$ cat config.mk
export PLATFORM = sky130hd
export DESIGN_NAME = tile_quad_coordinate_generator
export DESIGN_NICKNAME = d
export VERILOG_FILES = /design/src/rtl/tqcg_pkg.sv /design/src/rtl/tile_quad_coordinate_generator.sv
export SDC_FILE = /design/constraint.sdc
export NUM_CORES = 2
export LEC_CHECK = 0
export ABC_AREA = 1
export BUFFER_PORTS_ARGS = -buffer_cell sky130_fd_sc_hd__buf_2
export CAP_MARGIN = 15
export CORE_ASPECT_RATIO = 1.75
export CORE_UTILIZATION = 45
export CTS_BUF_LIST = sky130_fd_sc_hd__clkbuf_8
export DETAILED_ROUTE_END_ITERATION = 6
export SYNTH_ARGS = -nofsm -noshare
export SYNTH_HDL_FRONTEND = slang
export SYNTH_SLANG_ARGS = --single-unit
$ cat constraint.sdc
create_clock -name clock -period 9.12 [get_ports clock]
set_clock_uncertainty 0.2 [all_clocks]
set_input_delay 1.824 -clock clock [delete_from_list [all_inputs] [get_ports clock]]
set_output_delay 1.824 -clock clock [all_outputs]
set_load 0.01 [all_outputs]
$ cat src/rtl/tqcg_pkg.sv
package tqcg_pkg;

   localparam int ID_W        = 16;
   localparam int COLS_W      = 8;
   localparam int DIM_W       = 9;
   localparam int NUM_ENTRIES = 4;
   localparam int DIV_STEP    = 4;
   localparam int DIV_STAGES  = ID_W / DIV_STEP;

   typedef enum logic [2:0] {
      REG_MAP_COLUMNS   = 3'd0,
      REG_MAP_ROWS      = 3'd1,
      REG_MAP_CELL_SIZE = 3'd2,
      REG_TILESET_COUNT = 3'd3,
      REG_TILESET_0     = 3'd4,
      REG_TILESET_1     = 3'd5,
      REG_TILESET_2     = 3'd6,
      REG_TILESET_3     = 3'd7
   } reg_index_type;

   // packed as in the register: first id in the low half-word
   typedef struct packed {
      logic [7:0]        tile_h;
      logic [7:0]        tile_w;
      logic [COLS_W-1:0] columns;
      logic [ID_W-1:0]   first_id;
   } tileset_type;

   // quotient bits shift into quo from the bottom as dividend bits leave the top
   typedef struct packed {
      logic [ID_W-1:0]   quo;
      logic [COLS_W-1:0] rem;
      logic [COLS_W-1:0] divisor;
   } div_type;

   typedef struct packed {
      logic [7:0]       x;
      logic [7:0]       y;
      logic [2:0]       layer;
      logic [7:0]       alpha;
      logic [1:0]       sel;
      logic [DIM_W-1:0] cols;
      logic [17:0]      cols_rows;
      logic [7:0]       cell_w;
      logic [7:0]       cell_h;
      logic [7:0]       tile_w;
      logic [7:0]       tile_h;
   } item_type;

endpackage

$ cat src/rtl/tile_quad_coordinate_generator.sv
// Path: the front stage, the divider stages, the multiply stage and the output stage, each registered, in that order.
// Throughput: one word per cycle; busy is never raised, the receiver cannot stall.
// Depth is set by the 16-bit tile id divider, 4 quotient bits per stage over 4 stages.
// Synchronous reset clears all pipeline valid bits and loads the register reset values.
module tile_quad_coordinate_generator #(
   parameter int MAX_TILESETS = 4,
   parameter int MAX_MAP_DIM  = 256,
   parameter int MAX_LAYERS   = 8
) (
   input  logic        clock,
   input  logic        reset,
   input  logic        start,
   output logic        busy,
   input  logic [7:0]  req_cell_x,
   input  logic [7:0]  req_cell_y,
   input  logic [2:0]  req_layer_number,
   input  logic [15:0] req_tile_id,
   input  logic [7:0]  req_layer_alpha,
   output logic        rsp_valid,
   output logic [20:0] rsp_vertex_slot,
   output logic [15:0] rsp_screen_left,
   output logic [15:0] rsp_screen_top,
   output logic [15:0] rsp_screen_right,
   output logic [15:0] rsp_screen_bottom,
   output logic [15:0] rsp_tex_left,
   output logic [23:0] rsp_tex_top,
   output logic [15:0] rsp_tex_right,
   output logic [23:0] rsp_tex_bottom,
   output logic [1:0]  rsp_tileset_index,
   output logic [7:0]  rsp_vertex_alpha,
   input  logic        csr_psel,
   input  logic        csr_penable,
   input  logic        csr_pwrite,
   input  logic [5:0]  csr_paddr,
   input  logic [63:0] csr_pwdata,
   output logic [63:0] csr_prdata,
   output logic        csr_pready
);
   import tqcg_pkg::*;

   // configuration registers
   logic [DIM_W-1:0]  map_columns_ff, map_columns_in;
   logic [DIM_W-1:0]  map_rows_ff, map_rows_in;
   logic [15:0]       map_cell_size_ff, map_cell_size_in;
   logic [2:0]        tileset_count_ff, tileset_count_in;
   tileset_type       tileset_ff [NUM_ENTRIES];
   tileset_type       tileset_in [NUM_ENTRIES];
   logic              csr_write;
   reg_index_type     csr_index;

   // front stage and divider stages
   logic              dv_ff [DIV_STAGES+1];
   logic              dv_in [DIV_STAGES+1];
   div_type           div_ff [DIV_STAGES+1];
   div_type           div_in [DIV_STAGES+1];
   item_type          item_ff [DIV_STAGES+1];
   item_type          item_in [DIV_STAGES+1];

   // multiply stage
   logic              mv_ff, mv_in;
   item_type          mitem_ff, mitem_in;
   logic [15:0]       m_tex_l_ff, m_tex_l_in;
   logic [23:0]       m_tex_t_ff, m_tex_t_in;
   logic [15:0]       m_scr_l_ff, m_scr_l_in;
   logic [15:0]       m_scr_t_ff, m_scr_t_in;
   logic [16:0]       m_ycols_ff, m_ycols_in;
   logic [20:0]       m_lcr_ff, m_lcr_in;

   // output stage
   logic              ov_ff, ov_in;
   logic [20:0]       o_slot_ff, o_slot_in;
   logic [15:0]       o_scr_l_ff, o_scr_l_in;
   logic [15:0]       o_scr_t_ff, o_scr_t_in;
   logic [15:0]       o_scr_r_ff, o_scr_r_in;
   logic [15:0]       o_scr_b_ff, o_scr_b_in;
   logic [15:0]       o_tex_l_ff, o_tex_l_in;
   logic [23:0]       o_tex_t_ff, o_tex_t_in;
   logic [15:0]       o_tex_r_ff, o_tex_r_in;
   logic [23:0]       o_tex_b_ff, o_tex_b_in;
   logic [1:0]        o_sel_ff, o_sel_in;
   logic [7:0]        o_alpha_ff, o_alpha_in;

   // ---------------------------------------------------------------- csr port
   assign csr_pready = 1'b1;
   assign csr_write  = csr_psel & csr_penable & csr_pwrite & csr_pready;
   assign csr_index  = reg_index_type'(csr_paddr[5:3]);

   always_comb begin
      map_columns_in   = map_columns_ff;
      map_rows_in      = map_rows_ff;
      map_cell_size_in = map_cell_size_ff;
      tileset_count_in = tileset_count_ff;
      for (int i = 0; i < NUM_ENTRIES; i++) begin
         tileset_in[i] = tileset_ff[i];
      end
      if (csr_write) begin
         unique case (csr_index)
            REG_MAP_COLUMNS:   map_columns_in   = csr_pwdata[DIM_W-1:0];
            REG_MAP_ROWS:      map_rows_in      = csr_pwdata[DIM_W-1:0];
            REG_MAP_CELL_SIZE: map_cell_size_in = csr_pwdata[15:0];
            REG_TILESET_COUNT: tileset_count_in = csr_pwdata[2:0];
            REG_TILESET_0:     tileset_in[0]    = tileset_type'(csr_pwdata[39:0]);
            REG_TILESET_1:     tileset_in[1]    = tileset_type'(csr_pwdata[39:0]);
            REG_TILESET_2:     tileset_in[2]    = tileset_type'(csr_pwdata[39:0]);
            REG_TILESET_3:     tileset_in[3]    = tileset_type'(csr_pwdata[39:0]);
         endcase
      end
   end

   always_comb begin
      unique case (csr_index)
         REG_MAP_COLUMNS:   csr_prdata = 64'(map_columns_ff);
         REG_MAP_ROWS:      csr_prdata = 64'(map_rows_ff);
         REG_MAP_CELL_SIZE: csr_prdata = 64'(map_cell_size_ff);
         REG_TILESET_COUNT: csr_prdata = 64'(tileset_count_ff);
         REG_TILESET_0:     csr_prdata = 64'(tileset_ff[0]);
         REG_TILESET_1:     csr_prdata = 64'(tileset_ff[1]);
         REG_TILESET_2:     csr_prdata = 64'(tileset_ff[2]);
         REG_TILESET_3:     csr_prdata = 64'(tileset_ff[3]);
      endcase
   end

   always_ff @(posedge clock) begin
      if (reset) begin
         map_columns_ff   <= DIM_W'(1);
         map_rows_ff      <= DIM_W'(1);
         map_cell_size_ff <= 16'd257;
         tileset_count_ff <= 3'd0;
         for (int i = 0; i < NUM_ENTRIES; i++) begin
            tileset_ff[i] <= '0;
         end
      end else begin
         map_columns_ff   <= map_columns_in;
         map_rows_ff      <= map_rows_in;
         map_cell_size_ff <= map_cell_size_in;
         tileset_count_ff <= tileset_count_in;
         for (int i = 0; i < NUM_ENTRIES; i++) begin
            tileset_ff[i] <= tileset_in[i];
         end
      end
   end

   // ------------------------------------------------------ front: tileset pick
   assign busy = 1'b0;

   always_comb begin
      logic [2:0]       count_lim;
      logic             found;
      logic [1:0]       sel;
      tileset_type      ent;
      logic [DIM_W-1:0] cols;
      logic [DIM_W-1:0] rows;
      logic [2:0]       layer;

      count_lim = (32'(tileset_count_ff) > MAX_TILESETS) ? 3'(MAX_TILESETS)
                                                           : tileset_count_ff;
      found = 1'b0;
      sel   = 2'd0;
      // ascending scan, so the highest qualifying entry wins
      for (int i = 0; i < NUM_ENTRIES; i++) begin
         if ((3'(i) < count_lim) && (tileset_ff[i].first_id <= req_tile_id)) begin
            found = 1'b1;
            sel   = 2'(i);
         end
      end
      ent = tileset_ff[sel];

      cols  = (32'(map_columns_ff) > MAX_MAP_DIM) ? DIM_W'(MAX_MAP_DIM) : map_columns_ff;
      rows  = (32'(map_rows_ff) > MAX_MAP_DIM) ? DIM_W'(MAX_MAP_DIM) : map_rows_ff;
      layer = (32'(req_layer_number) >= MAX_LAYERS) ? 3'(MAX_LAYERS - 1)
                                                    : req_layer_number;

      dv_in[0] = start & ~busy & (req_tile_id != '0) & found & (ent.columns != '0);

      div_in[0].quo     = req_tile_id - ent.first_id;
      div_in[0].rem     = '0;
      div_in[0].divisor = ent.columns;

      item_in[0].x         = req_cell_x;
      item_in[0].y         = req_cell_y;
      item_in[0].layer     = layer;
      item_in[0].alpha     = req_layer_alpha;
      item_in[0].sel       = sel;
      item_in[0].cols      = cols;
      item_in[0].cols_rows = 18'(cols) * 18'(rows);
      item_in[0].cell_w    = map_cell_size_ff[7:0];
      item_in[0].cell_h    = map_cell_size_ff[15:8];
      item_in[0].tile_w    = ent.tile_w;
      item_in[0].tile_h    = ent.tile_h;
   end

   // ------------------------------------------------------ divider stages
   for (genvar g = 0; g < DIV_STAGES; g++) begin : g_div
      always_comb begin
         logic [ID_W-1:0]   q;
         logic [COLS_W-1:0] r;
         logic [COLS_W:0]   t;

         q = div_ff[g].quo;
         r = div_ff[g].rem;
         for (int k = 0; k < DIV_STEP; k++) begin
            t = {r, q[ID_W-1]};
            q = {q[ID_W-2:0], 1'b0};
            if (t >= {1'b0, div_ff[g].divisor}) begin
               r    = COLS_W'(t - {1'b0, div_ff[g].divisor});
               q[0] = 1'b1;
            end else begin
               r = t[COLS_W-1:0];
            end
         end
         dv_in[g+1]          = dv_ff[g];
         div_in[g+1].quo     = q;
         div_in[g+1].rem     = r;
         div_in[g+1].divisor = div_ff[g].divisor;
         item_in[g+1]        = item_ff[g];
      end
   end

   always_ff @(posedge clock) begin
      if (reset) begin
         for (int s = 0; s <= DIV_STAGES; s++) begin
            dv_ff[s] <= 1'b0;
         end
      end else begin
         for (int s = 0; s <= DIV_STAGES; s++) begin
            dv_ff[s] <= dv_in[s];
         end
      end
   end

   always_ff @(posedge clock) begin
      for (int s = 0; s <= DIV_STAGES; s++) begin
         div_ff[s]  <= div_in[s];
         item_ff[s] <= item_in[s];
      end
   end

   // ------------------------------------------------------ multiply stage
   always_comb begin
      item_type          it;
      logic [COLS_W-1:0] tu;
      logic [ID_W-1:0]   tv;

      it = item_ff[DIV_STAGES];
      tu = div_ff[DIV_STAGES].rem;
      tv = div_ff[DIV_STAGES].quo;

      mv_in      = dv_ff[DIV_STAGES];
      mitem_in   = it;
      m_tex_l_in = 16'(tu) * 16'(it.tile_w);
      m_tex_t_in = 24'(tv) * 24'(it.tile_h);
      m_scr_l_in = 16'(it.x) * 16'(it.cell_w);
      m_scr_t_in = 16'(it.y) * 16'(it.cell_h);
      m_ycols_in = 17'(it.y) * 17'(it.cols);
      m_lcr_in   = 21'(it.layer) * 21'(it.cols_rows);
   end

   // ------------------------------------------------------ output stage
   always_comb begin
      logic [18:0] cell_index;
      logic [24:0] bottom;

      cell_index = 19'(mitem_ff.x) + 19'(m_ycols_ff) + 19'(m_lcr_ff);
      bottom     = 25'(m_tex_t_ff) + 25'(mitem_ff.tile_h);

      ov_in      = mv_ff;
      o_slot_in  = {cell_index, 2'b00};
      o_scr_l_in = m_scr_l_ff;
      o_scr_t_in = m_scr_t_ff;
      o_scr_r_in = m_scr_l_ff + 16'(mitem_ff.cell_w);
      o_scr_b_in = m_scr_t_ff + 16'(mitem_ff.cell_h);
      o_tex_l_in = m_tex_l_ff;
      o_tex_t_in = m_tex_t_ff;
      o_tex_r_in = m_tex_l_ff + 16'(mitem_ff.tile_w);
      o_tex_b_in = bottom[24] ? 24'hFF_FFFF : bottom[23:0];
      o_sel_in   = mitem_ff.sel;
      o_alpha_in = mitem_ff.alpha;
   end

   always_ff @(posedge clock) begin
      if (reset) begin
         mv_ff <= 1'b0;
         ov_ff <= 1'b0;
      end else begin
         mv_ff <= mv_in;
         ov_ff <= ov_in;
      end
   end

   always_ff @(posedge clock) begin
      mitem_ff   <= mitem_in;
      m_tex_l_ff <= m_tex_l_in;
      m_tex_t_ff <= m_tex_t_in;
      m_scr_l_ff <= m_scr_l_in;
      m_scr_t_ff <= m_scr_t_in;
      m_ycols_ff <= m_ycols_in;
      m_lcr_ff   <= m_lcr_in;
      o_slot_ff  <= o_slot_in;
      o_scr_l_ff <= o_scr_l_in;
      o_scr_t_ff <= o_scr_t_in;
      o_scr_r_ff <= o_scr_r_in;
      o_scr_b_ff <= o_scr_b_in;
      o_tex_l_ff <= o_tex_l_in;
      o_tex_t_ff <= o_tex_t_in;
      o_tex_r_ff <= o_tex_r_in;
      o_tex_b_ff <= o_tex_b_in;
      o_sel_ff   <= o_sel_in;
      o_alpha_ff <= o_alpha_in;
   end

   assign rsp_valid         = ov_ff;
   assign rsp_vertex_slot   = o_slot_ff;
   assign rsp_screen_left   = o_scr_l_ff;
   assign rsp_screen_top    = o_scr_t_ff;
   assign rsp_screen_right  = o_scr_r_ff;
   assign rsp_screen_bottom = o_scr_b_ff;
   assign rsp_tex_left      = o_tex_l_ff;
   assign rsp_tex_top       = o_tex_t_ff;
   assign rsp_tex_right     = o_tex_r_ff;
   assign rsp_tex_bottom    = o_tex_b_ff;
   assign rsp_tileset_index = o_sel_ff;
   assign rsp_vertex_alpha  = o_alpha_ff;

   // ------------------------------------------------------ assertions
   a_divisor_nonzero: assert property (@(posedge clock) disable iff (reset)
      dv_ff[0] |-> div_ff[0].divisor != '0)
      else $error("live word entered the divider with a zero divisor");

   a_remainder_bound: assert property (@(posedge clock) disable iff (reset)
      dv_ff[DIV_STAGES] |-> div_ff[DIV_STAGES].rem < div_ff[DIV_STAGES].divisor)
      else $error("divider remainder not below the column count");

   a_empty_cell: assert property (@(posedge clock) disable iff (reset)
      (start && !busy && req_tile_id == '0) |-> ##7 !rsp_valid)
      else $error("empty cell produced a result word");

   a_tex_order: assert property (@(posedge clock) disable iff (reset)
      rsp_valid |-> rsp_tex_bottom >= rsp_tex_top)
      else $error("texture bottom above texture top");

endmodule

==> impl_metrics.json <==
{
  "dp_hpwl_um": 101000,
  "yosys_warnings": 0,
  "fillCellCount": 11900,
  "r2r_start": "div_ff[0][33]$_DFF_P_",
  "power.density_cell_area_nw_per_um2": 383,
  "endpoint_kind": "flip-flop",
  "fin_crit_sh_pct": 86.0,
  "die_h_um": 470,
  "vias_per_cell": 4.93,
  "synth_cells": 6444,
  "cts_tree": "yes",
  "rows": 171,
  "worstHoldStart": "div_ff[0][53]$_DFF_P_",
  "die_w_um": 269,
  "tightest_slew_ps": 1170,
  "num_vias": 41900,
  "cp-startpoint": "div_ff[0][33]$_DFF_P_",
  "status": "complete, no violations",
  "cts_root_buf": "clkbuf_8",
  "routedWlPerCell_um": 15.6,
  "synthArstFlopShare_pct": 0,
  "die-area_um2": 126000,
  "period_needed_ps": 7850,
  "drtPass1Iterations": 5,
  "cts_hold_buf": 0,
  "worst_slack_ps": 1270,
  "ys_ff_latch": 1119,
  "tns_ps": 0,
  "postRouteAntennaNets": 0,
  "vdd_drop_max_mv": 0.469,
  "core_um2": 124000,
  "seq_area_um2": 22400,
  "p_total_mw": 24.0,
  "yosysMostFrequentCell": "nand2_1",
  "synth_ff_type": "dfxtp_1",
  "grt_usage_pct": 21.1,
  "synth_edf_count": 0,
  "io_pins": 361,
  "critPathLaunchType": "flip-flop",
  "hold_path_class": "reg2reg",
  "cpMostUsedCell": "nand2_1",
  "fmax_mhz": 127,
  "worstPathArrival_ps": 8430,
  "overflow": 0,
  "clkLatencyLatePin_ps": 880,
  "synth.distinct_cells": 64,
  "clockBufferDepth": 3,
  "relSlewSlack_pct": 21.9,
  "antenna_found_initial": 5,
  "drc": 0,
  "cp_slowest_cell": "dfxtp_1",
  "yosysTopAreaCell": "dfxtp_1",
  "nNetsFinal": 7679,
  "start_util_pct": 45.3,
  "final_cell_area_um2": 62600,
  "postPlaceCellArea_um2": 59000,
  "cp_slowest_stage_delay_ps": 510,
  "syn_area_per_cell_um2": 8.72,
  "ctsResizeCount": 0,
  "ys_seq_area_share_pct": 39.8,
  "clock_sinks": 1119,
  "hold_slack_ps": 116,
  "grt_pass1_wl_um": 215000,
  "routed_wirelength_um": 133000,
  "cts_buffers": 162,
  "multiInputGateArea_um2": 28900,
  "first_global_vias": 42500,
  "finalSetupViolCount": 0,
  "io_buffers": 305,
  "gp_congestion": 0.933,
  "syn_to_final_growth_pct": 11.4,
  "syn_area_um2": 56200,
  "synth_area_leaders": "dfxtp_1, fa_1, ha_1, nand2_1, inv_1",
  "crit_type": "reg2reg",
  "crit_fanout": 14,
  "htreeDepth": 4,
  "synthDominantCellAreaShare_pct": 39.8,
  "post_cts_buffers": 0,
  "place_ws_ps": 1340,
  "slew_viol_final": 0,
  "cap_violations": 0,
  "worstPathRequired_ps": 9700,
  "grt_max_degree": 107,
  "path_clk_slew_ps": 60,
  "drt_iter0_markers": 2068,
  "drive_gt1_share_pct": 10.1,
  "hold_violations": 0,
  "rsz0062_at_grt": "no",
  "synthTopCellsByCount": "nand2_1, dfxtp_1, inv_1",
  "p_leak_nw": 32.2
}
==> kinds of logic (layout without fill, tap and decap cells) <==
logic type | count (synthesis) | after routing | share of synthesized area, %
other | 2 | 33 | 0.0134
AOI/OAI and AO/OA | 980 | 980 | 9.91
buffers and inverters | 1300 | 1687 | 9.02
adders and majority gates | 833 | 833 | 22.9
xor gates and xnor gates | 247 | 247 | 3.85
and+or+nand+nor | 1963 | 1963 | 14.4
DFF | 1119 | 1119 | 39.8
==> cell usage in the layout (no fill, tap or decap), drive strengths merged, types with 39 or more instances in the layout <==
master / n
nor3: 40
buf: 328
nand4: 44
dfxtp: 1119
clkbuf: 187
nor2: 461
o21ai: 401
ha: 503
o211ai: 51
nand3: 127
nand2: 1223
xor2: 172
a21oi: 357
fa: 330
inv: 1111
xnor2: 75
a22oi: 39
==> critical path: cells and delay by family (launching register included) <==
kind,cells,cell delay [ps]
AND/OR/NAND/NOR,25,2620
buffers and inverters,6,920
adder cells (fa/ha/maj),4,1350
AO/OA/AOI/OAI,11,2130
flip-flops,1,510
==> state kept, by name, indices dropped and copies added, names as in the netlist, 24 cells and up <==
name,flops
item_ff,440
tileset_ff,160
div_ff,144
mitem_ff,40
m_tex_t_ff,24
rsp_tex_bottom,24
rsp_tex_top,24
==> final timing paths <==
| kind | to | slack (ps) | cells past startpoint |
|---|---|---|---|
| max | div_ff[0][79]$_DFF_P_ | 1270 | 46 |
| min | div_ff[0][89]$_DFF_P_ | 120 | 0 |
| max reg2reg | div_ff[0][79]$_DFF_P_ | 1270 | 46 |
| min reg2reg | div_ff[0][89]$_DFF_P_ | 120 | 0 |
==> metal layers <==
metal	vias to the layer above	GRT usage [%]	wire length, µm	share of wire [%]
li1	20900	-	-	-
met1	19600	23.5	52800	40
met2	1143	38.9	67800	51
met3	332	3.62	6440	4.9
met4	2	9.62	5640	4.3
met5	-	0	15	0.011
==> cell type report <==
type | instances | share of cell area [%]
Antenna cell | 5 | 0.0200
Timing Repair Buffer | 328 | 2.74
Sequential cell | 1119 | 35.8
Tap cell | 1643 | 3.28
Clock inverter | 107 | 1.63
Multi-Input combinational cell | 4051 | 46.1
Inverter | 1065 | 6.39
Clock buffer | 187 | 4.11
==> per-stage QoR <==
| step | cells | util [%] |
|---|---|---|
| finish | 8505 | 50.5 |
| global route | 8502 | 50.5 |
| CTS | 8499 | 50.5 |
| detailed placement | 8205 | 47.6 |
| global placement | 8205 | 47.6 |
| floorplan | 6470 | - |
==> power by group <==
part           leakage (nW)  switching, mW  internal [mW]  total, mW
clock network          1.97           1.96           2.35       4.31
logic                  21.1           8.37           5.31       13.7
registers              9.18          0.359           5.61       5.97
Power figures use the tool's default switching activity.
